<file path="src/rtl/core/bqf_pkg.sv">
`timescale 1ns / 1ps
// ----------------------------------------------------------------------------
// bqf_pkg
// Shared widths, register indexes, sequencer states and control structs for
// the biquad IIR filter.
// ----------------------------------------------------------------------------
package bqf_pkg;

  localparam int SAMPLE_BITS     = 16;
  localparam int COEFF_FRAC_BITS = 14;
  localparam int W_BITS          = SAMPLE_BITS + 4;
  localparam int COEF_BITS       = COEFF_FRAC_BITS + 4;
  localparam int PROD_BITS       = COEF_BITS + W_BITS;
  localparam int ACC_BITS        = PROD_BITS + 2;
  localparam int RND_BITS        = ACC_BITS - COEFF_FRAC_BITS;

  localparam int NUM_REGS  = 5;
  localparam int IDX_BITS  = 3;
  localparam int ADDR_BITS = IDX_BITS + 2;
  localparam int DATA_BITS = 32;

  localparam logic [IDX_BITS-1:0] REG_B0 = 3'd0;
  localparam logic [IDX_BITS-1:0] REG_B1 = 3'd1;
  localparam logic [IDX_BITS-1:0] REG_B2 = 3'd2;
  localparam logic [IDX_BITS-1:0] REG_A1 = 3'd3;
  localparam logic [IDX_BITS-1:0] REG_A2 = 3'd4;

  localparam logic signed [COEF_BITS-1:0] B0_RESET = COEF_BITS'(1 << COEFF_FRAC_BITS);

  typedef logic signed [COEF_BITS-1:0] coef_t;
  typedef logic signed [W_BITS-1:0]    wval_t;

  typedef struct packed {
    coef_t b0;
    coef_t b1;
    coef_t b2;
    coef_t a1;
    coef_t a2;
  } coef_set_t;

  typedef struct packed {
    logic mul_en;
    logic load;
    logic accum;
    logic sub;
  } mac_ctl_t;

  typedef enum logic [2:0] {
    ST_IDLE,
    ST_A2,
    ST_WSUM,
    ST_WRND,
    ST_B0,
    ST_B2,
    ST_YSUM,
    ST_YRND
  } seq_state_t;

endpackage

</file>
<file path="src/rtl/core/bqf_if.sv">
`timescale 1ns / 1ps
// ----------------------------------------------------------------------------
// bqf_if
// Valid/ready stream interfaces for filter input samples and results.
// ----------------------------------------------------------------------------
interface bqf_in_if;
  logic                                     valid;
  logic                                     ready;
  logic signed [bqf_pkg::SAMPLE_BITS-1:0]   sample_in;

  modport source (output valid, output sample_in, input ready);
  modport sink   (input valid, input sample_in, output ready);
endinterface

interface bqf_out_if;
  logic                                     valid;
  logic                                     ready;
  logic signed [bqf_pkg::SAMPLE_BITS-1:0]   sample_out;
  logic                                     clipped;

  modport source (output valid, output sample_out, output clipped, input ready);
  modport sink   (input valid, input sample_out, input clipped, output ready);
endinterface

</file>
<file path="src/rtl/core/bqf_regs.sv">
`timescale 1ns / 1ps
// ----------------------------------------------------------------------------
// bqf_regs
// APB-style coefficient register file (five signed Q3.14 registers).
// ----------------------------------------------------------------------------
module bqf_regs (
  input  logic                               clk,
  input  logic                               rst,
  input  logic                               psel,
  input  logic                               penable,
  input  logic                               pwrite,
  input  logic [bqf_pkg::ADDR_BITS-1:0]      paddr,
  input  logic [bqf_pkg::DATA_BITS-1:0]      pwdata,
  output logic [bqf_pkg::DATA_BITS-1:0]      prdata,
  output logic                               pready,
  output bqf_pkg::coef_set_t                 coefs
);

  logic [bqf_pkg::IDX_BITS-1:0] idx;
  logic                         wr;
  bqf_pkg::coef_t               wval;
  bqf_pkg::coef_t               rval;

  assign idx    = paddr[bqf_pkg::ADDR_BITS-1:2];
  assign wr     = psel && penable && pwrite;
  assign wval   = pwdata[bqf_pkg::COEF_BITS-1:0];
  assign pready = 1'b1;

  always_ff @(posedge clk) begin
    if (rst) begin
      coefs.b0 <= bqf_pkg::B0_RESET;
      coefs.b1 <= '0;
      coefs.b2 <= '0;
      coefs.a1 <= '0;
      coefs.a2 <= '0;
    end else if (wr) begin
      case (idx)
        bqf_pkg::REG_B0: coefs.b0 <= wval;
        bqf_pkg::REG_B1: coefs.b1 <= wval;
        bqf_pkg::REG_B2: coefs.b2 <= wval;
        bqf_pkg::REG_A1: coefs.a1 <= wval;
        bqf_pkg::REG_A2: coefs.a2 <= wval;
        default: ;
      endcase
    end
  end

  always_comb begin
    case (idx)
      bqf_pkg::REG_B0: rval = coefs.b0;
      bqf_pkg::REG_B1: rval = coefs.b1;
      bqf_pkg::REG_B2: rval = coefs.b2;
      bqf_pkg::REG_A1: rval = coefs.a1;
      bqf_pkg::REG_A2: rval = coefs.a2;
      default:         rval = '0;
    endcase
  end

  // sign-extend onto the 32-bit read bus
  assign prdata = {{(bqf_pkg::DATA_BITS-bqf_pkg::COEF_BITS){rval[bqf_pkg::COEF_BITS-1]}},
                   rval};

endmodule

</file>
<file path="src/rtl/core/bqf_mac.sv">
`timescale 1ns / 1ps
// ----------------------------------------------------------------------------
// bqf_mac
// Shared multiply-accumulate unit: registered 18x20 product, 40-bit
// accumulator with load, add and subtract.
// ----------------------------------------------------------------------------
module bqf_mac (
  input  logic                                   clk,
  input  bqf_pkg::mac_ctl_t                      ctl,
  input  bqf_pkg::coef_t                         coef_op,
  input  bqf_pkg::wval_t                         data_op,
  input  logic signed [bqf_pkg::ACC_BITS-1:0]    load_val,
  output logic signed [bqf_pkg::ACC_BITS-1:0]    acc
);

  logic signed [bqf_pkg::PROD_BITS-1:0] prod;
  logic signed [bqf_pkg::ACC_BITS-1:0]  prod_ext;
  logic signed [bqf_pkg::ACC_BITS-1:0]  acc_next;

  assign prod_ext = {{(bqf_pkg::ACC_BITS-bqf_pkg::PROD_BITS){prod[bqf_pkg::PROD_BITS-1]}},
                     prod};

  always_comb begin
    acc_next = acc;
    if (ctl.load) begin
      acc_next = load_val;
    end else if (ctl.accum) begin
      acc_next = ctl.sub ? (acc - prod_ext) : (acc + prod_ext);
    end
  end

  always_ff @(posedge clk) begin
    if (ctl.mul_en) begin
      prod <= coef_op * data_op;
    end
    acc <= acc_next;
  end

endmodule

</file>
<file path="src/rtl/core/bqf_seq.sv">
`timescale 1ns / 1ps
// ----------------------------------------------------------------------------
// bqf_seq
// Sequencer and state for one biquad sample: operand selection, rounding,
// saturation, delay line and the result register.
// ----------------------------------------------------------------------------
module bqf_seq (
  input  logic                                   clk,
  input  logic                                   rst,
  input  bqf_pkg::coef_set_t                     coefs,
  input  logic                                   in_valid,
  output logic                                   in_ready,
  input  logic signed [bqf_pkg::SAMPLE_BITS-1:0] sample_in,
  output logic                                   out_valid,
  input  logic                                   out_ready,
  output logic signed [bqf_pkg::SAMPLE_BITS-1:0] sample_out,
  output logic                                   clipped,
  output bqf_pkg::mac_ctl_t                      mac_ctl,
  output bqf_pkg::coef_t                         coef_op,
  output bqf_pkg::wval_t                         data_op,
  output logic signed [bqf_pkg::ACC_BITS-1:0]    load_val,
  input  logic signed [bqf_pkg::ACC_BITS-1:0]    acc
);

  localparam int XPAD = bqf_pkg::ACC_BITS - bqf_pkg::SAMPLE_BITS - bqf_pkg::COEFF_FRAC_BITS;
  localparam logic signed [bqf_pkg::ACC_BITS-1:0] HALF_LSB =
    bqf_pkg::ACC_BITS'(1 << (bqf_pkg::COEFF_FRAC_BITS - 1));
  localparam int WTOP = bqf_pkg::RND_BITS - bqf_pkg::W_BITS + 1;
  localparam int YTOP = bqf_pkg::RND_BITS - bqf_pkg::SAMPLE_BITS + 1;

  bqf_pkg::seq_state_t state, state_next;

  bqf_pkg::wval_t w1, w2, wq;
  logic           w_sat;
  logic           accept, finish;

  logic signed [bqf_pkg::ACC_BITS-1:0] rsum;
  logic signed [bqf_pkg::RND_BITS-1:0] rnd;
  logic [WTOP-1:0]                     wtop;
  logic [YTOP-1:0]                     ytop;
  logic                                wsat_now, ysat_now;
  bqf_pkg::wval_t                      wsat_val;
  logic signed [bqf_pkg::SAMPLE_BITS-1:0] ysat_val;

  assign accept = in_valid && in_ready;

  // round half up then clamp; the top bits of the rounded sum show overflow
  assign rsum     = acc + HALF_LSB;
  assign rnd      = rsum[bqf_pkg::ACC_BITS-1:bqf_pkg::COEFF_FRAC_BITS];
  assign wtop     = rnd[bqf_pkg::RND_BITS-1:bqf_pkg::W_BITS-1];
  assign ytop     = rnd[bqf_pkg::RND_BITS-1:bqf_pkg::SAMPLE_BITS-1];
  assign wsat_now = !((&wtop) || !(|wtop));
  assign ysat_now = !((&ytop) || !(|ytop));
  assign wsat_val = wsat_now
    ? {rnd[bqf_pkg::RND_BITS-1], {(bqf_pkg::W_BITS-1){~rnd[bqf_pkg::RND_BITS-1]}}}
    : rnd[bqf_pkg::W_BITS-1:0];
  assign ysat_val = ysat_now
    ? {rnd[bqf_pkg::RND_BITS-1], {(bqf_pkg::SAMPLE_BITS-1){~rnd[bqf_pkg::RND_BITS-1]}}}
    : rnd[bqf_pkg::SAMPLE_BITS-1:0];

  assign load_val = {{XPAD{sample_in[bqf_pkg::SAMPLE_BITS-1]}}, sample_in,
                     {bqf_pkg::COEFF_FRAC_BITS{1'b0}}};

  // next state
  always_comb begin
    state_next = state;
    case (state)
      bqf_pkg::ST_IDLE: if (accept) state_next = bqf_pkg::ST_A2;
      bqf_pkg::ST_A2:   state_next = bqf_pkg::ST_WSUM;
      bqf_pkg::ST_WSUM: state_next = bqf_pkg::ST_WRND;
      bqf_pkg::ST_WRND: state_next = bqf_pkg::ST_B0;
      bqf_pkg::ST_B0:   state_next = bqf_pkg::ST_B2;
      bqf_pkg::ST_B2:   state_next = bqf_pkg::ST_YSUM;
      bqf_pkg::ST_YSUM: state_next = bqf_pkg::ST_YRND;
      bqf_pkg::ST_YRND: if (!out_valid || out_ready) state_next = bqf_pkg::ST_IDLE;
      default:          state_next = bqf_pkg::ST_IDLE;
    endcase
  end

  // outputs: operand select and MAC control
  always_comb begin
    mac_ctl  = '0;
    coef_op  = coefs.a1;
    data_op  = w1;
    in_ready = 1'b0;
    finish   = 1'b0;
    case (state)
      bqf_pkg::ST_IDLE: begin
        // no request is taken while reset is held
        in_ready       = !rst;
        mac_ctl.mul_en = 1'b1;
        mac_ctl.load   = accept;
      end
      bqf_pkg::ST_A2: begin
        coef_op        = coefs.a2;
        data_op        = w2;
        mac_ctl.mul_en = 1'b1;
        mac_ctl.accum  = 1'b1;
        mac_ctl.sub    = 1'b1;
      end
      bqf_pkg::ST_WSUM: begin
        mac_ctl.accum = 1'b1;
        mac_ctl.sub   = 1'b1;
      end
      bqf_pkg::ST_WRND: begin
        // acc is read for w here; clear it while b1*w1 starts
        coef_op        = coefs.b1;
        data_op        = w1;
        mac_ctl.mul_en = 1'b1;
        mac_ctl.load   = 1'b1;
      end
      bqf_pkg::ST_B0: begin
        coef_op        = coefs.b0;
        data_op        = wq;
        mac_ctl.mul_en = 1'b1;
        mac_ctl.accum  = 1'b1;
      end
      bqf_pkg::ST_B2: begin
        coef_op        = coefs.b2;
        data_op        = w2;
        mac_ctl.mul_en = 1'b1;
        mac_ctl.accum  = 1'b1;
      end
      bqf_pkg::ST_YSUM: begin
        mac_ctl.accum = 1'b1;
      end
      bqf_pkg::ST_YRND: begin
        finish = !out_valid || out_ready;
      end
      default: ;
    endcase
  end

  // the clear in ST_WRND goes through the load path; the top level zeroes
  // load_val whenever the input side is not ready

  always_ff @(posedge clk) begin
    if (rst) begin
      state     <= bqf_pkg::ST_IDLE;
      out_valid <= 1'b0;
      w1        <= '0;
      w2        <= '0;
    end else begin
      state <= state_next;
      if (finish) begin
        out_valid <= 1'b1;
        w2        <= w1;
        w1        <= wq;
      end else if (out_ready) begin
        out_valid <= 1'b0;
      end
    end
  end

  always_ff @(posedge clk) begin
    if (state == bqf_pkg::ST_WRND) begin
      wq    <= wsat_val;
      w_sat <= wsat_now;
    end
    if (finish) begin
      sample_out <= ysat_val;
      clipped    <= w_sat || ysat_now;
    end
  end

  a_accept_seq: assert property (@(posedge clk) disable iff (rst)
    accept |=> state == bqf_pkg::ST_A2)
    else $error("accepted sample did not start the MAC sequence");

  a_finish_valid: assert property (@(posedge clk) disable iff (rst)
    finish |=> out_valid)
    else $error("result not presented after finish");

  a_no_overwrite: assert property (@(posedge clk) disable iff (rst)
    (out_valid && !out_ready && state == bqf_pkg::ST_YRND) |=> state == bqf_pkg::ST_YRND)
    else $error("sequencer left final step while result was pending");

  a_delay_hold: assert property (@(posedge clk) disable iff (rst)
    (state != bqf_pkg::ST_YRND) |=> $stable(w1) && $stable(w2))
    else $error("delay line changed outside the final step");

endmodule

</file>
<file path="src/rtl/core/biquad_iir_filter.sv">
`timescale 1ns / 1ps
// ----------------------------------------------------------------------------
// biquad_iir_filter
// Direct form II biquad section, Q1.15 samples, Q3.14 coefficients, one
// shared multiplier-accumulator stepped by a small sequencer.
// ----------------------------------------------------------------------------
//
//  channel   | dir | handshake              | payload
//  ----------+-----+------------------------+-------------------------------
//  samples   | in  | valid/ready            | sample_in  (s16, Q1.15)
//  results   | out | valid/ready            | sample_out (s16, Q1.15), clipped
//  apb       | in  | psel/penable, pready=1 | 5 coef regs @ 4*i, 18b signed
//
//  Each request runs through the accept cycle and 7 sequencer steps, since
//  five products go through the single registered 18x20 multiplier.
//  in_ready is high only in the idle state; the sequencer runs unattended
//  after accept. The result sits in an output register, so a new sample is
//  accepted while it waits; the final step stalls only if the previous result
//  is still untaken. Synchronous reset restores b0 = 1.0, others 0, and
//  clears both delays.
//
module biquad_iir_filter (
  input  logic                           clk,
  input  logic                           rst,
  input  logic                           psel,
  input  logic                           penable,
  input  logic                           pwrite,
  input  logic [bqf_pkg::ADDR_BITS-1:0]  paddr,
  input  logic [bqf_pkg::DATA_BITS-1:0]  pwdata,
  output logic [bqf_pkg::DATA_BITS-1:0]  prdata,
  output logic                           pready,
  bqf_in_if.sink                         samples,
  bqf_out_if.source                      results
);

  bqf_pkg::coef_set_t coefs;
  bqf_pkg::mac_ctl_t  mac_ctl;
  bqf_pkg::coef_t     coef_op;
  bqf_pkg::wval_t     data_op;
  logic signed [bqf_pkg::ACC_BITS-1:0] seq_load;
  logic signed [bqf_pkg::ACC_BITS-1:0] mac_load;
  logic signed [bqf_pkg::ACC_BITS-1:0] acc;

  // coefficient registers
  bqf_regs u_regs (
    .clk     (clk),
    .rst     (rst),
    .psel    (psel),
    .penable (penable),
    .pwrite  (pwrite),
    .paddr   (paddr),
    .pwdata  (pwdata),
    .prdata  (prdata),
    .pready  (pready),
    .coefs   (coefs)
  );

  // sequencer, delay line, round/saturate and result register
  bqf_seq u_seq (
    .clk        (clk),
    .rst        (rst),
    .coefs      (coefs),
    .in_valid   (samples.valid),
    .in_ready   (samples.ready),
    .sample_in  (samples.sample_in),
    .out_valid  (results.valid),
    .out_ready  (results.ready),
    .sample_out (results.sample_out),
    .clipped    (results.clipped),
    .mac_ctl    (mac_ctl),
    .coef_op    (coef_op),
    .data_op    (data_op),
    .load_val   (seq_load),
    .acc        (acc)
  );

  // the load path seeds the w sum with x and clears the accumulator for y;
  // the y clear happens with the multiplier busy, i.e. not in the idle state
  assign mac_load = samples.ready ? seq_load : '0;

  // shared multiplier-accumulator
  bqf_mac u_mac (
    .clk      (clk),
    .ctl      (mac_ctl),
    .coef_op  (coef_op),
    .data_op  (data_op),
    .load_val (mac_load),
    .acc      (acc)
  );

endmodule

</file>
<file path="src/flat_wrapper.sv">
// flat-port wrapper written by rule: the top's interface ports become plain ports
module biquad_iir_filter_flat 
  (clk, rst, psel, penable, pwrite, paddr, pwdata, prdata, pready, samples_valid, samples_sample_in, samples_ready, results_valid, results_sample_out, results_clipped, results_ready);
  bqf_in_if samples_i ();
  bqf_out_if results_i ();
  input  logic clk;
  input  logic rst;
  input  logic psel;
  input  logic penable;
  input  logic pwrite;
  input  logic [bqf_pkg::ADDR_BITS-1:0] paddr;
  input  logic [bqf_pkg::DATA_BITS-1:0] pwdata;
  output logic [bqf_pkg::DATA_BITS-1:0] prdata;
  output logic pready;
  input wire logic [$bits(samples_i.valid)-1:0] samples_valid;
  input wire logic [$bits(samples_i.sample_in)-1:0] samples_sample_in;
  output wire logic [$bits(samples_i.ready)-1:0] samples_ready;
  output wire logic [$bits(results_i.valid)-1:0] results_valid;
  output wire logic [$bits(results_i.sample_out)-1:0] results_sample_out;
  output wire logic [$bits(results_i.clipped)-1:0] results_clipped;
  input wire logic [$bits(results_i.ready)-1:0] results_ready;
  assign samples_i.valid = samples_valid;
  assign samples_i.sample_in = samples_sample_in;
  assign samples_ready = samples_i.ready;
  assign results_valid = results_i.valid;
  assign results_sample_out = results_i.sample_out;
  assign results_clipped = results_i.clipped;
  assign results_i.ready = results_ready;
  biquad_iir_filter u_core (.clk(clk), .rst(rst), .psel(psel), .penable(penable), .pwrite(pwrite), .paddr(paddr), .pwdata(pwdata), .prdata(prdata), .pready(pready), .samples(samples_i), .results(results_i));
endmodule
</file>
<file path="config.mk">
export PLATFORM = sky130hd
export DESIGN_NAME = biquad_iir_filter_flat
export DESIGN_NICKNAME = d
export VERILOG_FILES = /design/src/rtl/core/bqf_pkg.sv /design/src/rtl/core/bqf_if.sv /design/src/rtl/core/bqf_regs.sv /design/src/rtl/core/bqf_mac.sv /design/src/rtl/core/bqf_seq.sv /design/src/rtl/core/biquad_iir_filter.sv /design/src/flat_wrapper.sv
export SDC_FILE = /design/constraint.sdc
export NUM_CORES = 2
export LEC_CHECK = 0
export ABC_AREA = 0
export BUFFER_PORTS_ARGS = -buffer_cell sky130_fd_sc_hd__buf_2
export CORE_MARGIN = 4
export CORE_UTILIZATION = 65
export CTS_CLUSTER_DIAMETER = 100
export CTS_CLUSTER_SIZE = 28
export DETAILED_ROUTE_END_ITERATION = 16
export PLACE_DENSITY = 0.82
export SYNTH_ARGS = -nofsm -noshare
export SYNTH_HDL_FRONTEND = slang
export SYNTH_HIERARCHICAL = 1
export SYNTH_SLANG_ARGS = --single-unit
</file>
<file path="constraint.sdc">
create_clock -name clk -period 9.35 [get_ports clk]
set_input_delay 0 -clock clk [delete_from_list [all_inputs] [get_ports clk]]
set_output_delay 0 -clock clk [all_outputs]
set_load 0.01 [all_outputs]
</file>
Yosys cells after proc, flatten, opt, wreduce, memory -nomap -nowiden
Index checks and enable logic that the tools add are counted.
{"block": "word_totals", "ff_bits": 250, "input_bits": 60, "output_inout_bits": 52, "word_cells": 84}
{"block": "op_classes", "add_sub_neg": 3, "mul": 1, "n_eq_ne": 13, "mux": 20, "n_bitwise": 1, "n_reduce_logical": 31}
{"cell": "two-way mux 40 bit", "count": 4}
{"cell": "case mux 18 bit (5 select lines)", "count": 1}
{"cell": "case mux 18 bit (4 select lines)", "count": 1}
{"cell": "adder 40 x 15 -> 40 bit, second input constant", "count": 1}
{"cell": "adder 40 x 38 -> 40 bit", "count": 1}
{"cell": "case mux 20 bit (2 select lines)", "count": 1}
{"cell": "subtractor 40 x 38 -> 40 bit", "count": 1}
{"cell": "multiplier 18 x 20 -> 38 bit", "count": 1}
{"cell": "case mux 3 bit (8 select lines)", "count": 1}
{"cell": "two-way mux 20 bit", "count": 1}
{"cell": "two-way mux 16 bit", "count": 1}
{"cell": "equality test 3 bit, second input constant", "count": 5}
{"cell": "equality test 3 x 2 -> 1 bit, second input constant", "count": 4}
{"cell": "AND reduction 2 bit", "count": 6}
{"cell": "AND reduction 11 bit", "count": 1}
{"cell": "OR reduction 11 bit", "count": 1}
{"cell": "OR reduction 5 bit", "count": 2}
{"cell": "two-way mux 1 bit", "count": 7}
{"cell": "AND reduction 7 bit", "count": 1}
{"cell": "OR reduction 7 bit", "count": 1}
{"cell": "equality test 3 x 1 -> 1 bit, second input constant", "count": 2}
{"cell": "logical NOT 1 bit", "count": 6}
{"cell": "logical NOT 3 bit", "count": 2}
{"cell": "two-way mux 3 bit", "count": 2}
{"cell": "other kinds (7)", "count": 15}

Logic depth before layout (Yosys ltp)
{"block": "depth", "depth_word": 6, "ltp_mapped": 32, "mapped_depth_nobuf": 28}

Modules after synthesis
Netlist, hierarchy kept.
{"mod": "bqf_mac", "instances": 1, "cells_per_inst": 2092, "area_each_um2": 19017.0, "seq_area_each_um2": 2342.2}
{"mod": "bqf_seq", "instances": 1, "cells_per_inst": 677, "area_each_um2": 5522.8, "seq_area_each_um2": 2021.9}
{"mod": "bqf_regs", "instances": 1, "cells_per_inst": 427, "area_each_um2": 4362.9, "seq_area_each_um2": 1801.7}
{"mod": "biquad_iir_filter", "instances": 1, "cells_per_inst": 44, "area_each_um2": 320.3, "seq_area_each_um2": 0.0}

Worst setup path after synthesis
No wires, ideal clock.
{"block": "synth_timing", "path_type": "register to register", "startpoint": "reg u_core.u_seq.state[1]", "endpoint": "reg u_core/u_mac/prod[37] (netlist bit) (data pin)", "setup_time_ns": 0.266, "arrival_ns": 7.583, "t_required_ns": 9.084, "slack_ns": 1.501, "stages_incl_launch_ff": 27, "path_buffers": 3, "period_less_slack_ns": 7.849, "path_cell_list": "dfxtp_1 buf_1 clkbuf_1 mux2i_1 nor2_1 a21oi_1 o21ai_0 inv_1 buf_1 nor2_1 fa_1 fa_1 fa_1 fa_1 fa_1 inv_1 fa_1 inv_1 ha_1 and2_1 or2_2 a2111oi_4 o21ai_2 a211o_1 a311o_1 nor4_1 nor3_1"}
{"block": "synth_between", "elab_cells_between_ends": 8, "classes_between": "mul (1); eq/ne (4); mux (2); reduce/logical (1)"}
{"item": "from (decl)", "line": "bqf_seq.sv:31", "text": "bqf_pkg::seq_state_t state, state_next;"}
{"item": "from (signal assigned)", "line": "bqf_seq.sv:139", "text": "state <= bqf_pkg::ST_IDLE;"}
{"item": "from (signal assigned)", "line": "bqf_seq.sv:144", "text": "state <= state_next;"}
{"item": "equality test 3 bit (tied with other cells)", "line": "bqf_seq.sv:87", "text": "case (state)"}
{"item": "case mux 18 bit (4 select lines) *", "line": "bqf_seq.sv:87"}
{"item": "via u_core.coef_op[17]", "line": "biquad_iir_filter.sv:38", "text": "bqf_pkg::coef_t coef_op;"}
{"item": "multiplier 18 x 20 -> 38 bit *", "line": "bqf_mac.sv:34", "text": "prod <= coef_op * data_op;"}
{"item": "to (signal assigned)", "line": "bqf_mac.sv:34"}
{"item": "to (decl)", "line": "bqf_mac.sv:16", "text": "logic signed [bqf_pkg::PROD_BITS-1:0] prod;"}
The timed path passes the listed nets; every way through them passes the cells marked *.
A chain may end at the register's enable or synchronous reset.

Worst setup path after layout
{"block": "layout_timing", "startpoint": "reg u_core.u_seq.state[1]", "endpoint": "reg u_core/u_mac/prod[37] (netlist bit) (data pin)"}
{"block": "layout_between", "elab_chain_cells": 4, "elab_cells_between_ends": 8, "classes_between": "mul (1); eq/ne (4); mux (2); reduce/logical (1)"}
{"item": "equality test 3 bit or equality test 3 x 1 -> 1 bit (tied branches)", "line": "bqf_seq.sv:87"}
{"item": "OR reduction 2 bit (no source line)"}
{"item": "case mux 20 bit (2 select lines) *", "line": "bqf_seq.sv:87"}
{"item": "via u_core.data_op[11]", "line": "biquad_iir_filter.sv:39", "text": "bqf_pkg::wval_t data_op;"}
{"item": "multiplier 18 x 20 -> 38 bit *", "line": "bqf_mac.sv:34"}
Marked as above.

==> reports/metrics.yaml <==
routing:
  vias_per_cell: 5.91
  num_vias: 22700
  post_drt_wl_per_cell_um: 19.2
  drtPass1Iterations: 8
  first_iter_violations: 2183
  drc_errors: 0
  wl_um: 73700
  ant_nets: 0
logic_synthesis:
  synth_compound_area_share_pct: 10.0
  syn_inst: 3240
  yosysUniqueCellTypes: 98
  ys_ff_latch: 250
  ys_warn_count: 6
  syn_area_um2: 29200
  synth_xor_area_share_pct: 3.90
  muxShareOfSynthArea_pct: 6.46
  ys_seq_area_share_pct: 21.1
  synth-edff-count: 116
  synth_flop_cell: "dfxtp_1"
  avgSynthCellArea_um2: 9.02
  synth_adder_area_share_pct: 30.7
  synth_top_family_by_area: "adder cells"
  synthArstFlopShare_pct: 0
  yosys.area_share.simple_pct: 18.0
floorplan:
  rows: 77
  die_width_um: 220
  start_util_pct: 65.9
  fp.dieH_um: 220
  num_io_pins: 112
  core-area_um2: 44300
  die_area_um2: 48400
worst_hold_path:
  hold_class: "input pin to flip-flop"
  whs_path_depth: 4
  min_to: "u_core/u_mac/acc[32]"
  worstHoldStart: "samples_sample_in[15]"
cells_and_area:
  seq_area_um2: 6170
  layout_commonest_cell: "inv_1"
  multi_input_area_um2: 20300
  layout_common_cells: "inv_1 (457), nand2_1 (389), fa_1 (362)"
  fin_area_um2: 30700
  num-nets-final: 3802
  fin_cells: 3840
  n_antenna_cell: 0
  n_fill_cell: 3358
  areaGrowthSynthToFinish_pct: 5.14
  drive_gt1_share_pct: 8.77
pwr:
  vdd_drop_max_uv: 165
  pwr-share-seq_pct: 38.0
  cellPowerDensity_nw_per_um2: 138
  p_sw_mw: 1.75
  p_int_mw: 2.49
  pwr-share-clk_pct: 16.8
  power.leakage_nw: 14.0
  sw_frac_of_total_pct: 41.2
  p_comb_share_pct: 45.2
clock_tree:
  worstSkewPairLatency_ns: 0.52
  clkSlewWorstSetupHoldPaths_ns: 0.11
  ctsRootBufferMaster: "clkbuf_16"
  htreeDepth: 1
  cts_tree: "yes"
  clockBufferDepth: 3
  cts_num_sinks: 250
  cts_setup_buffers: 0
  cts_buffers: 14
  cts_resized: 0
placed_design:
  post_dp_cell_area_um2: 29900
  gp_congestion: 0.956
  dpl.cell_count: 3781
  hpwl_um: 55700
  port_buffers: 94
worst_setup_path:
  arrival_ns: 8.84
  crit_path_start: "u_core/u_seq/state[1]"
  critPathMaxFanout: 86
  r2r-start: "u_core/u_seq/state[1]"
  r2r_slack_ns: 0.86
  cp_data_required_time_ns: 9.70
  path_class: "flip-flop to flip-flop"
  cp-start-kind: "flip-flop"
  rr_endpoint: "u_core/u_mac/prod[37]"
  r2r_cells: 25
  end_kind: "flip-flop"
sta:
  tns_ns: 0
  fin_skew_ns: 0.0257
  rsz0062_at_grt: "no"
  hold_viol: 0
  finalCritPeriodShare_pct: 90.8
  period_minus_slack_ns: 8.49
  finalSetupViolCount: 0
  slew-limit-headroom_pct: 11.8
  tightestPinTransition_ns: 1.31
  fmax_mhz: 118
  slew_viol_final: 0
grt:
  antenna_found_initial: 0
  grtUsageTotal_pct: 31.0
  grt_pass1_vias: 24000
  grt_max_degree: 106
  grt_pass1_wl_um: 121000
  overflow: 0
run_status:
  status: "complete, no violations"
job:
  maxCapViolCount: 0
==> kinds of logic after synthesis <==
kind of cell | Yosys count
buffers and inverters | 685
muxes | 186
other | 2
and+or+nand+nor | 1020
xor gates and xnor gates | 128
adders and majority gates | 500
DFF | 250
AOI/OAI and AO/OA | 469
==> per-stage QoR <==
stage | hold WS [ns] | power [mW] | util [%] | worst slack [ns]
2_1_floorplan | 0.118 | 3.03 | - | 1.50
3_3_place_gp | 0.226 | 3.43 | 67.5 | 1.14
3_5_place_dp | 0.243 | 3.50 | 67.5 | 1.09
4_1_cts | 0.0427 | 4.21 | 69.3 | 1.04
5_1_grt | 0.0847 | 4.49 | 69.3 | 0.499
6_report | 0.0665 | 4.24 | 69.3 | 0.861
==> sequential cells by signal, indices dropped and copies added, names as in the netlist <==
register / count
u_core/u_seq/out_valid: 1
u_core/u_mac/acc: 40
u_core/u_regs/coefs: 90
u_core/u_seq/w1: 20
u_core/u_seq/w_sat: 1
u_core/u_seq/w2: 20
u_core/u_seq/state: 3
u_core/u_seq/sample_out: 16
u_core/u_mac/prod: 38
u_core/u_seq/wq: 20
u_core/u_seq/clipped: 1
==> worst max-delay path, stage by stage (launching register included) <==
cell	delay (ns)
dfxtp_4	1.07
o21bai_1	0.25
buf_4	0.22
nand2_1	0.07
o21ai_1	0.68
buf_4	0.35
nand2_1	0.09
fa_1	0.51
inv_1	0.07
fa_1	0.53
fa_1	0.45
fa_1	0.52
fa_1	0.56
inv_1	0.06
fa_1	0.53
inv_1	0.05
ha_1	0.38
a21o_1	0.21
a21oi_1	0.13
o21ai_0	0.09
a21oi_1	0.19
o21ai_2	0.11
a211o_1	0.33
a311o_1	0.41
and4_4	0.21
nor3_1	0.21
==> power groups by stage <==
| stage | registers (mW) | logic (mW) | clock network (mW) |
|---|---|---|---|
| 2_1_floorplan | 1.50 | 1.53 | 0 |
| 3_3_place_gp | 1.63 | 1.80 | 0 |
| 3_5_place_dp | 1.63 | 1.87 | 0 |
| 4_1_cts | 1.61 | 1.88 | 0.722 |
| 5_1_grt | 1.62 | 2.11 | 0.760 |
| 6_report | 1.61 | 1.92 | 0.710 |
==> metal layers <==
metal  part of all wire [%]  GRT usage (%)  wire, µm  vias to the layer above
met1                     39           38.4     28600                    11100
met5                      0              0         0                        -
met2                     49           54.0     36100                      976
met3                    7.8           5.12      5740                      220
li1                       -              -         -                    10400
met4                    4.5           12.7      3340                        0
==> final cells by class <==
class	count	area share, %
Multi-Input combinational cell	2318	66.0
Sequential cell	250	20.1
Inverter	459	5.61
Timing Repair Buffer	199	4.41
Tap cell	592	2.41
Clock buffer	18	1.26
Clock inverter	4	0.232
==> synth_stat cells, drive strengths merged, types with 18 or more instances <==
cell      n  area (µm²)
a21o     31         233
a21oi   141         713
a22oi    54         405
and2    227        1470
buf      93         631
clkbuf  133         504
dfxtp   134        2680
edfxtp  116        3480
fa      362        7250
ha      138        1730
inv     458        1720
mux2     21         236
mux2i   165        1650
nand2   389        1460
nand2b  124         776
nand3    40         205
nand4    18         134
nor2    110         420
nor3     32         193
o21ai   138         698
o22ai    21         145
xnor2    96         860
xor2     32         280
==> worst max path at each step <==
stage,slack [ns],depth (start not counted),to
finish,0.86,25,u_core/u_mac/prod[37]
global route,0.50,24,u_core/u_mac/prod[26]
CTS,1.04,24,u_core/u_mac/prod[37]
detailed placement,1.09,24,u_core/u_mac/prod[37]
global placement,1.14,24,u_core/u_mac/prod[37]
floorplan,1.50,26,u_core/u_mac/prod[37]
==> timing repair <==
item                                    4_1_cts  5_1_grt
endpoints found under the setup margin        0        0
endpoints found under the hold margin       149        0
hold buffers                                 37        0
Power figures use the tool's default switching activity.
